`src/rtl/lsc_pkg.sv`:
```
// ----------------------------------------------------------------------------
// lsc_pkg
// Types, constants and tables shared by the lookahead stereo compressor.
// ----------------------------------------------------------------------------
package lsc_pkg;

  localparam int SAMPLE_BITS = 24;
  localparam int MAX_CHUNK   = 64;
  localparam int DEPTH       = 2 * MAX_CHUNK;
  localparam int ADDR_BITS   = $clog2(DEPTH);
  localparam int LEN_BITS    = 7;
  localparam int POS_BITS    = $clog2(MAX_CHUNK);
  localparam int GAIN_BITS   = 24;
  localparam int DIV_NW      = 46;
  localparam int DIV_DW      = 24;
  localparam int CFG_IDX_W   = 3;
  localparam int CFG_DATA_W  = 23;

  localparam logic [GAIN_BITS-1:0] GAIN_ONE  = 24'd8388608;
  localparam logic [GAIN_BITS-1:0] GAIN_HALF = 24'd4194304;
  localparam logic [22:0]          TH_RESET  = 23'd8388524;

  localparam logic [CFG_IDX_W-1:0] CFG_THRESHOLD = 3'd0;
  localparam logic [CFG_IDX_W-1:0] CFG_CHUNK_LEN = 3'd1;
  localparam logic [CFG_IDX_W-1:0] CFG_LIMITER   = 3'd2;
  localparam logic [CFG_IDX_W-1:0] CFG_EXPONENT  = 3'd3;
  localparam logic [CFG_IDX_W-1:0] CFG_ATTACK    = 3'd4;
  localparam logic [CFG_IDX_W-1:0] CFG_RELEASE   = 3'd5;

  typedef enum logic [4:0] {
    OP_NONE,
    OP_CAPTURE,
    OP_MUL_L,
    OP_MUL_R,
    OP_CE_START,
    OP_LATCH_R,
    OP_POW_CHK,
    OP_NORM,
    OP_LOG,
    OP_MLOG,
    OP_M2,
    OP_EXP,
    OP_SHIFT,
    OP_GAIN,
    OP_CHANGE_ATT,
    OP_REL_STEP,
    OP_STEP,
    OP_FINISH_CE,
    OP_OUTPUT
  } op_e;

  typedef enum logic [1:0] {
    BR_ATTACK,
    BR_PENDING,
    BR_RELEASE
  } branch_e;

  typedef struct packed {
    op_e        op;
    logic [3:0] step;
  } cmd_t;

  typedef struct packed {
    logic    chunk_end;
    logic    hit;
    logic    r_zero;
    logic    expo_zero;
    logic    m_norm;
    logic    div_done;
    branch_e branch;
    logic    out_free;
  } stat_t;

  typedef logic [16:0][30:0] exp_tbl_t;

  function automatic logic [63:0] isqrt64(input logic [63:0] n_in);
    logic [63:0] n;
    logic [63:0] res;
    logic [63:0] bitv;
    n    = n_in;
    res  = '0;
    bitv = 64'h4000_0000_0000_0000;
    for (int i = 0; i < 32; i++) begin
      if (bitv > n) bitv = bitv >> 2;
    end
    for (int i = 0; i < 32; i++) begin
      if (bitv != 0) begin
        if (n >= res + bitv) begin
          n   = n - (res + bitv);
          res = (res >> 1) + bitv;
        end else begin
          res = res >> 1;
        end
        bitv = bitv >> 2;
      end
    end
    return res;
  endfunction

  // Entry k holds 2^(-2^-k) in Q1.30, each derived from the one before.
  function automatic exp_tbl_t build_exp_tbl();
    exp_tbl_t    t;
    logic [63:0] s;
    t[0] = 31'd536870912;
    for (int k = 1; k <= 16; k++) begin
      s    = isqrt64({3'b0, t[k-1], 30'b0});
      t[k] = s[30:0];
    end
    return t;
  endfunction

  localparam exp_tbl_t EXP_TBL = build_exp_tbl();

  function automatic logic [GAIN_BITS-1:0] clamp_gain(input logic signed [25:0] v);
    if (v < 0) return '0;
    if (v > $signed({2'b0, GAIN_ONE})) return GAIN_ONE;
    return v[GAIN_BITS-1:0];
  endfunction

endpackage

```
`src/rtl/lsc_ctrl.sv`:
```
// ----------------------------------------------------------------------------
// lsc_ctrl
// Sequencer for sample transfer, chunk-end gain computation and output.
// ----------------------------------------------------------------------------
module lsc_ctrl (
  input  logic           clk_i,
  input  logic           rst_ni,
  input  logic           in_valid_i,
  output logic           in_stall_o,
  input  lsc_pkg::stat_t stat_i,
  output lsc_pkg::cmd_t  cmd_o
);
  import lsc_pkg::*;

  typedef enum logic [4:0] {
    S_IDLE,
    S_MUL_L,
    S_MUL_R,
    S_CE_START,
    S_DIV_R,
    S_POW_CHK,
    S_NORM,
    S_LOG,
    S_MLOG,
    S_M2,
    S_EXP,
    S_SHIFT,
    S_GAIN,
    S_DIV_C,
    S_DIV_REL,
    S_STEP,
    S_DIV_S,
    S_FINISH
  } state_e;

  state_e     state_q;
  logic [3:0] step_q;

  assign in_stall_o = (state_q != S_IDLE);

  always_comb begin
    cmd_o.op   = OP_NONE;
    cmd_o.step = step_q;
    case (state_q)
      S_IDLE:     if (in_valid_i) cmd_o.op = OP_CAPTURE;
      S_MUL_L:    cmd_o.op = OP_MUL_L;
      S_MUL_R:    cmd_o.op = OP_MUL_R;
      S_CE_START: cmd_o.op = OP_CE_START;
      S_DIV_R:    if (stat_i.div_done) cmd_o.op = OP_LATCH_R;
      S_POW_CHK:  cmd_o.op = OP_POW_CHK;
      S_NORM:     cmd_o.op = OP_NORM;
      S_LOG:      cmd_o.op = OP_LOG;
      S_MLOG:     cmd_o.op = OP_MLOG;
      S_M2:       cmd_o.op = OP_M2;
      S_EXP:      cmd_o.op = OP_EXP;
      S_SHIFT:    cmd_o.op = OP_SHIFT;
      S_GAIN:     cmd_o.op = OP_GAIN;
      S_DIV_C:    if (stat_i.div_done) cmd_o.op = OP_CHANGE_ATT;
      S_DIV_REL:  if (stat_i.div_done) cmd_o.op = OP_REL_STEP;
      S_STEP:     cmd_o.op = OP_STEP;
      S_DIV_S:    if (stat_i.div_done) cmd_o.op = OP_FINISH_CE;
      S_FINISH:   if (stat_i.out_free) cmd_o.op = OP_OUTPUT;
      default:    cmd_o.op = OP_NONE;
    endcase
  end

  always_ff @(posedge clk_i or negedge rst_ni) begin
    if (!rst_ni) begin
      state_q <= S_IDLE;
      step_q  <= '0;
    end else begin
      case (state_q)
        S_IDLE:  if (in_valid_i) state_q <= S_MUL_L;
        S_MUL_L: state_q <= S_MUL_R;
        S_MUL_R: state_q <= stat_i.chunk_end ? S_CE_START : S_FINISH;
        S_CE_START: state_q <= stat_i.hit ? S_DIV_R : S_GAIN;
        S_DIV_R: if (stat_i.div_done) state_q <= S_POW_CHK;
        S_POW_CHK: begin
          if (stat_i.r_zero || stat_i.expo_zero) begin
            state_q <= S_GAIN;
          end else begin
            state_q <= S_NORM;
          end
        end
        S_NORM: begin
          // The shift only happens while the top bit is clear.
          if (stat_i.m_norm) begin
            state_q <= S_LOG;
            step_q  <= '0;
          end
        end
        S_LOG: begin
          step_q <= step_q + 1'b1;
          if (step_q == 4'd15) state_q <= S_MLOG;
        end
        S_MLOG: state_q <= S_M2;
        S_M2: begin
          state_q <= S_EXP;
          step_q  <= '0;
        end
        S_EXP: begin
          step_q <= step_q + 1'b1;
          if (step_q == 4'd15) state_q <= S_SHIFT;
        end
        S_SHIFT: state_q <= S_GAIN;
        S_GAIN: begin
          case (stat_i.branch)
            BR_ATTACK:  state_q <= S_DIV_C;
            BR_PENDING: state_q <= S_DIV_REL;
            default:    state_q <= S_STEP;
          endcase
        end
        S_DIV_C:   if (stat_i.div_done) state_q <= S_STEP;
        S_DIV_REL: if (stat_i.div_done) state_q <= S_STEP;
        S_STEP:    state_q <= S_DIV_S;
        S_DIV_S:   if (stat_i.div_done) state_q <= S_FINISH;
        S_FINISH:  if (stat_i.out_free) state_q <= S_IDLE;
        default:   state_q <= S_IDLE;
      endcase
    end
  end

endmodule

```
`config.mk`:
```
export PLATFORM = sky130hd
export DESIGN_NAME = lsc_ctrl
export DESIGN_NICKNAME = d
export VERILOG_FILES = /design/src/rtl/lsc_pkg.sv /design/src/rtl/lsc_ctrl.sv
export SDC_FILE = /design/constraint.sdc
export NUM_CORES = 1
export LEC_CHECK = 0
export BUFFER_PORTS_ARGS = -buffer_cell sky130_fd_sc_hd__buf_2
export CAP_MARGIN = 20
export CELL_PAD_IN_SITES_DETAIL_PLACEMENT = 1
export CELL_PAD_IN_SITES_GLOBAL_PLACEMENT = 2
export CORE_MARGIN = 3
export CORE_UTILIZATION = 33
export DETAILED_ROUTE_END_ITERATION = 16
export GPL_ROUTABILITY_DRIVEN = 0
export GPL_TIMING_DRIVEN = 1
export PLACE_DENSITY_LB_ADDON = 0.05
export SYNTH_ARGS = -nofsm -noshare
export SYNTH_HDL_FRONTEND = slang
export SYNTH_SLANG_ARGS = --single-unit
```
`constraint.sdc`:
```
create_clock -name clk_i -period 4.7 [get_ports clk_i]
set_input_delay 0.235 -clock clk_i [delete_from_list [all_inputs] [get_ports clk_i]]
set_output_delay 0.235 -clock clk_i [all_outputs]
set_load 0.01 [all_outputs]
```
# Word-level counts from Yosys, hierarchy flattened
# Cells that the tools add are included.
[totals]
ff_bits = 9
output_inout_bits = 10
[op_classes]
add_sub_neg = 1
n_eq_ne = 27
mux = 22
reduce_logical = 9
[ops]
columns = ["operator", "count"]
rows = [
  ["one-hot mux 5 bit (18 select lines)", 1],
  ["one-hot mux 5 bit (17 select lines)", 1],
  ["2-to-1 mux 5 bit", 11],
  ["== test 5 x 4 -> 1 bit, second input constant", 8],
  ["== test 5 x 3 -> 1 bit, second input constant", 4],
  ["2-to-1 mux 4 bit", 5],
  ["inequality test 2 bit, second input constant", 7],
  ["one-hot mux 4 bit (3 select lines)", 1],
  ["== test 5 x 2 -> 1 bit, second input constant", 2],
  ["== test 5 bit, second input constant", 2],
  ["AND reduction 8 bit", 1],
  ["== test 5 x 1 -> 1 bit, second input constant", 1],
  ["zero test 5 bit", 1],
  ["nonzero test 5 bit", 1],
  ["adder 4 x 1 -> 4 bit, second input constant", 1],
  ["== test 4 bit, second input constant", 1],
  ["one-hot mux 2 bit (2 select lines)", 1],
  ["OR reduction 2 bit", 2],
  ["2-to-1 mux 3 bit", 1],
  ["nonzero test 3 bit", 1],
  ["== test 2 x 1 -> 1 bit, second input constant", 1],
  ["zero test 2 bit", 1],
  ["inequality test 2 x 1 -> 1 bit, second input constant", 1],
  ["AND reduction 2 bit", 1],
  ["other kinds (2)", 2],
]

# Depth between registers and ports, before layout
[logic_depth]
ltp_word = 4
mapped_depth = 7

# Worst setup path after synthesis
# OpenSTA, ideal clock, no wires.
[synth_path]
path_kind = "register to register"
from = "register state_q[2]"
to = "register state_q[0]"
setup_ns = 0.125
t_arrival_ns = 1.481
t_required_ns = 4.575
setup_slack_ns = 3.093
path_stages_with_launch = 7
path_buffers = 1
period_less_slack_ns = 1.607
cell_sequence = "dfrtp_1 buf_6 nor3b_4 o21bai_4 o221ai_2 nand2b_4 mux2_4"
[synth_via]
elab_chain_len = 4
word_cells_on_any_way = 29
classes_between = "eq/ne (25); mux (1); reduce/logical (3)"
[synth_rtl]
columns = ["element", "line", "source"]
rows = [
  ["from (decl)", "lsc_ctrl.sv:36", "state_e state_q;"],
  ["from (signal assigned)", "lsc_ctrl.sv:75", "S_MUL_R: state_q <= stat_i.chunk_end ? S_CE_START : S_FINISH;"],
  ["from (signal assigned)", "lsc_ctrl.sv:76", "S_CE_START: state_q <= stat_i.hit ? S_DIV_R : S_GAIN;"],
  ["== test 5 x 4 -> 1 bit", "lsc_ctrl.sv:72", "case (state_q)"],
  ["OR reduction 2 bit (no source line)", "n/a", ""],
  ["inequality test 2 x 1 -> 1 bit (no source line)", "n/a", ""],
  ["AND reduction 8 bit (no source line)", "n/a", ""],
]
# Parallel ways exist; a longest one is shown, timed or not.
# A chain may end at the register's enable or synchronous reset.

==> impl_metrics.ini <==
[placement]
place_area_sq_mm = 0.001049
portBuffers = 21
preCtsSetupSlack_ns = 2.569
dp_hpwl_um = 2005

[clock_network]
cts_tree = done
clk_pin_slew_worst_paths_ns = 0.06
numCtsBuffers = 3
clock_latency_ns = 0.26
cts_max_level = 1
cts-root-buf = clkbuf_4
clk_path_buf_depth = 2
cts_sinks = 9

[die]
die_area_sq_mm = 0.003650
die_y_um = 60.42
start_util_pct = 35.13
ios = 22
core-area_sq_mm = 0.002781
die_w_um = 60.42
rows = 19

[pwr]
power_uw = 796.2
power_frac_comb_pct = 59.4
vdd_drop_max_v = 0.0003565
p_int_uw = 384.8
clockPowerShare_pct = 7.6
pwr-share-seq_pct = 33.0
switchingPower_uw = 411.4
p_sw_share_pct = 51.67
cellPowerDensity_mw_per_mm2 = 734.0
p_leak_uw = 0.0004855

[setup_path]
start_kind = flip-flop
r2r_cells = 5
r2r-end = state_q[0]
crit_fanout = 21
timing_worst_setup_path_type = flip-flop to output pin
required_ns = 4.47
reg2reg_from = state_q[3]
worst_setup_path_end_kind = output pin
r2r_setup_slack_ns = 2.60
worstPathArrival_ns = 2.03

[global_routing]
antenna_found_initial = 0
track_usage_pct = 17.06
gr-total-overflow = 0
grt_pass1_vias = 909
grt_pass1_wl_um = 4636
grt_max_degree = 28

[cells_and_area]
drive_above_1_share_pct = 30.30
finalInstanceArea_sq_mm = 0.001085
diodes = 0
fin_nets = 146
syn_to_final_growth_pct = 11.01
nFillCells = 346

[yosys]
synth-main-ff-cell = dfrtp_1
synth-seq-cells = 9
synthTopCellsByArea = dfrtp_1 (23%), o21ai_0 (4.6%), nand2_1 (4.2%), nor2_1 (3.5%), buf_6 (3.5%)
synth_top_area_share_pct = 23.05
seq_area_frac_synth_pct = 23.05
synth.distinct_cells = 49
synth_edf_count = 0
async_flop_share_pct = 100.0
syn_area_per_cell_sq_um = 8.424
syn_nets = 129
synth_area_sq_um = 977.2
yosys_warnings = 0
syn_inst = 116
yosys.area.top_type = dfrtp_1

[sta]
relSlewSlack_pct = 42.88
fin_skew_ns = 0.002567
finalSetupTns_ns = 0
rsz0062_at_grt = false
fmax_mhz = 441.0
finalMaxSlewViolations = 0
setup_viol = 0
min_period_over_period_pct = 48.25
hold_viol_final = 0
setup_slack_ns = 2.432
worst_pin_slew_ns = 0.8569
fin_crit_ns = 2.268

[run]
maxCapViolCount = 0

[drt]
wl_um = 2722
vias = 923
first_iter_violations = 33
firstDrtPassIters = 4
routedWlPerCell_um = 16.70
drc = 0
final_antenna_net_count = 0
via_per_inst = 5.663

[run_status]
status = finished clean

[hold_path]
min_to = state_q[4]
holdCritStartpoint = stat_i[0]
min_path_cells = 4
hold_path.class = primary input to flip-flop
==> how the worst max path moves through the flow <==
stage / to / startpoint / slack, ns
after global placement: state_q[0] / state_q[3] / 2.65
final: cmd_o[8] / state_q[2] / 2.43
after floorplan: state_q[0] / state_q[2] / 3.09
after CTS: cmd_o[8] / state_q[1] / 2.42
after detailed placement: state_q[0] / state_q[3] / 2.57
after global routing: cmd_o[6] / state_q[0] / 2.20
==> power groups by stage <==
stage	combinational [uW]	sequential [uW]	clock (uW)
final	473	263	60.5
after CTS	480	263	63.7
after floorplan	491	145	0
after detailed placement	478	264	0
after global routing	535	283	68.1
after global placement	467	260	0
==> cells in the mapped netlist, types with 3 or more instances <==
cell      number
a21oi_1        6
a31oi_1        3
and3_1         3
and3b_1        3
buf_2          4
buf_6          3
dfrtp_1        9
inv_1          4
nand2_1       11
nand2b_1       3
nor2_1         9
nor3b_1        4
o21ai_0        9
==> per-layer routing <==
| metal | global-route usage (%) | vias to the layer above | part of all wire (%) |
|---|---|---|---|
| met4 | 0.9288 | 0 | 0 |
| li1 | - | 455 | - |
| met2 | 25.93 | 18 | 45 |
| met5 | 0 | - | 0 |
| met3 | 5.106 | 0 | 3.8 |
| met1 | 25.16 | 450 | 52 |
==> state kept, by name, indices dropped and copies added, names as in the netlist <==
register	count
state_q	5
step_q	4
==> area by class of cell <==
class / instances / area, sq um / area share, %
Clock buffer: 4 / 26.28 / 2.422
Inverter: 5 / 18.77 / 1.730
Multi-Input combinational cell: 92 / 660.6 / 60.90
Sequential cell: 9 / 225.2 / 20.76
Tap cell: 31 / 38.79 / 3.576
Timing Repair Buffer: 22 / 115.1 / 10.61
==> layout by cell type (no fill, tap or decap), types with 2 or more instances in the layout <==
cell / Yosys / routed
nand2_1: 11 / 11
nor3b_1: 4 / 4
and3_1: 3 / 3
xnor2_1: 2 / 2
and3b_1: 3 / 3
buf_2: 4 / 21
o32ai_1: 2 / 2
inv_1: 4 / 4
clkbuf_4: 0 / 3
a21oi_1: 6 / 6
nand3_1: 2 / 2
nand2b_1: 3 / 3
nor3_2: 2 / 2
a21o_1: 2 / 2
a31oi_1: 3 / 3
or2_2: 2 / 2
o2111ai_1: 2 / 2
o21ai_0: 9 / 9
mux2i_1: 2 / 2
nor2_1: 9 / 9
dfrtp_1: 9 / 9
==> logic make-up (layout without fill, tap and decap cells) <==
logic type / after synthesis / in the layout / synth area share (%)
buffers and inverters: 15 / 31 / 9.345
DFF: 9 / 9 / 23.05
adders and majority gates: 1 / 1 / 1.280
and+or+nand+nor: 51 / 51 / 34.06
xor gates and xnor gates: 3 / 3 / 2.689
AOI/OAI and AO/OA: 34 / 34 / 25.99
muxes: 3 / 3 / 3.585
==> critical path, stage by stage, from the launching register on <==
cell     delay (ns)
dfrtp_1        0.67
nor4b_4        0.58
nand2_1        0.09
o21ai_0        0.09
nand2_1        0.07
o21ai_0        0.10
buf_2          0.16
==> timing repair <==
action	4_1_cts	5_1_grt
setup buffers	0	0
resized for setup	0	0
hold endpoints to repair	9	0
hold buffers	1	0
==> metrics by stage <==
stage | hold WS, ns | utilization [%] | instances
6_report | 0.3186 | 39.00 | 163
5_1_grt | 0.3383 | 39.00 | 163
4_1_cts | 0.3155 | 39.00 | 163
3_5_place_dp | 0.1025 | 37.70 | 158
3_3_place_gp | 0.09764 | 37.70 | 158
2_1_floorplan | -0.06059 | - | 116
Power figures use the tool's default switching activity.
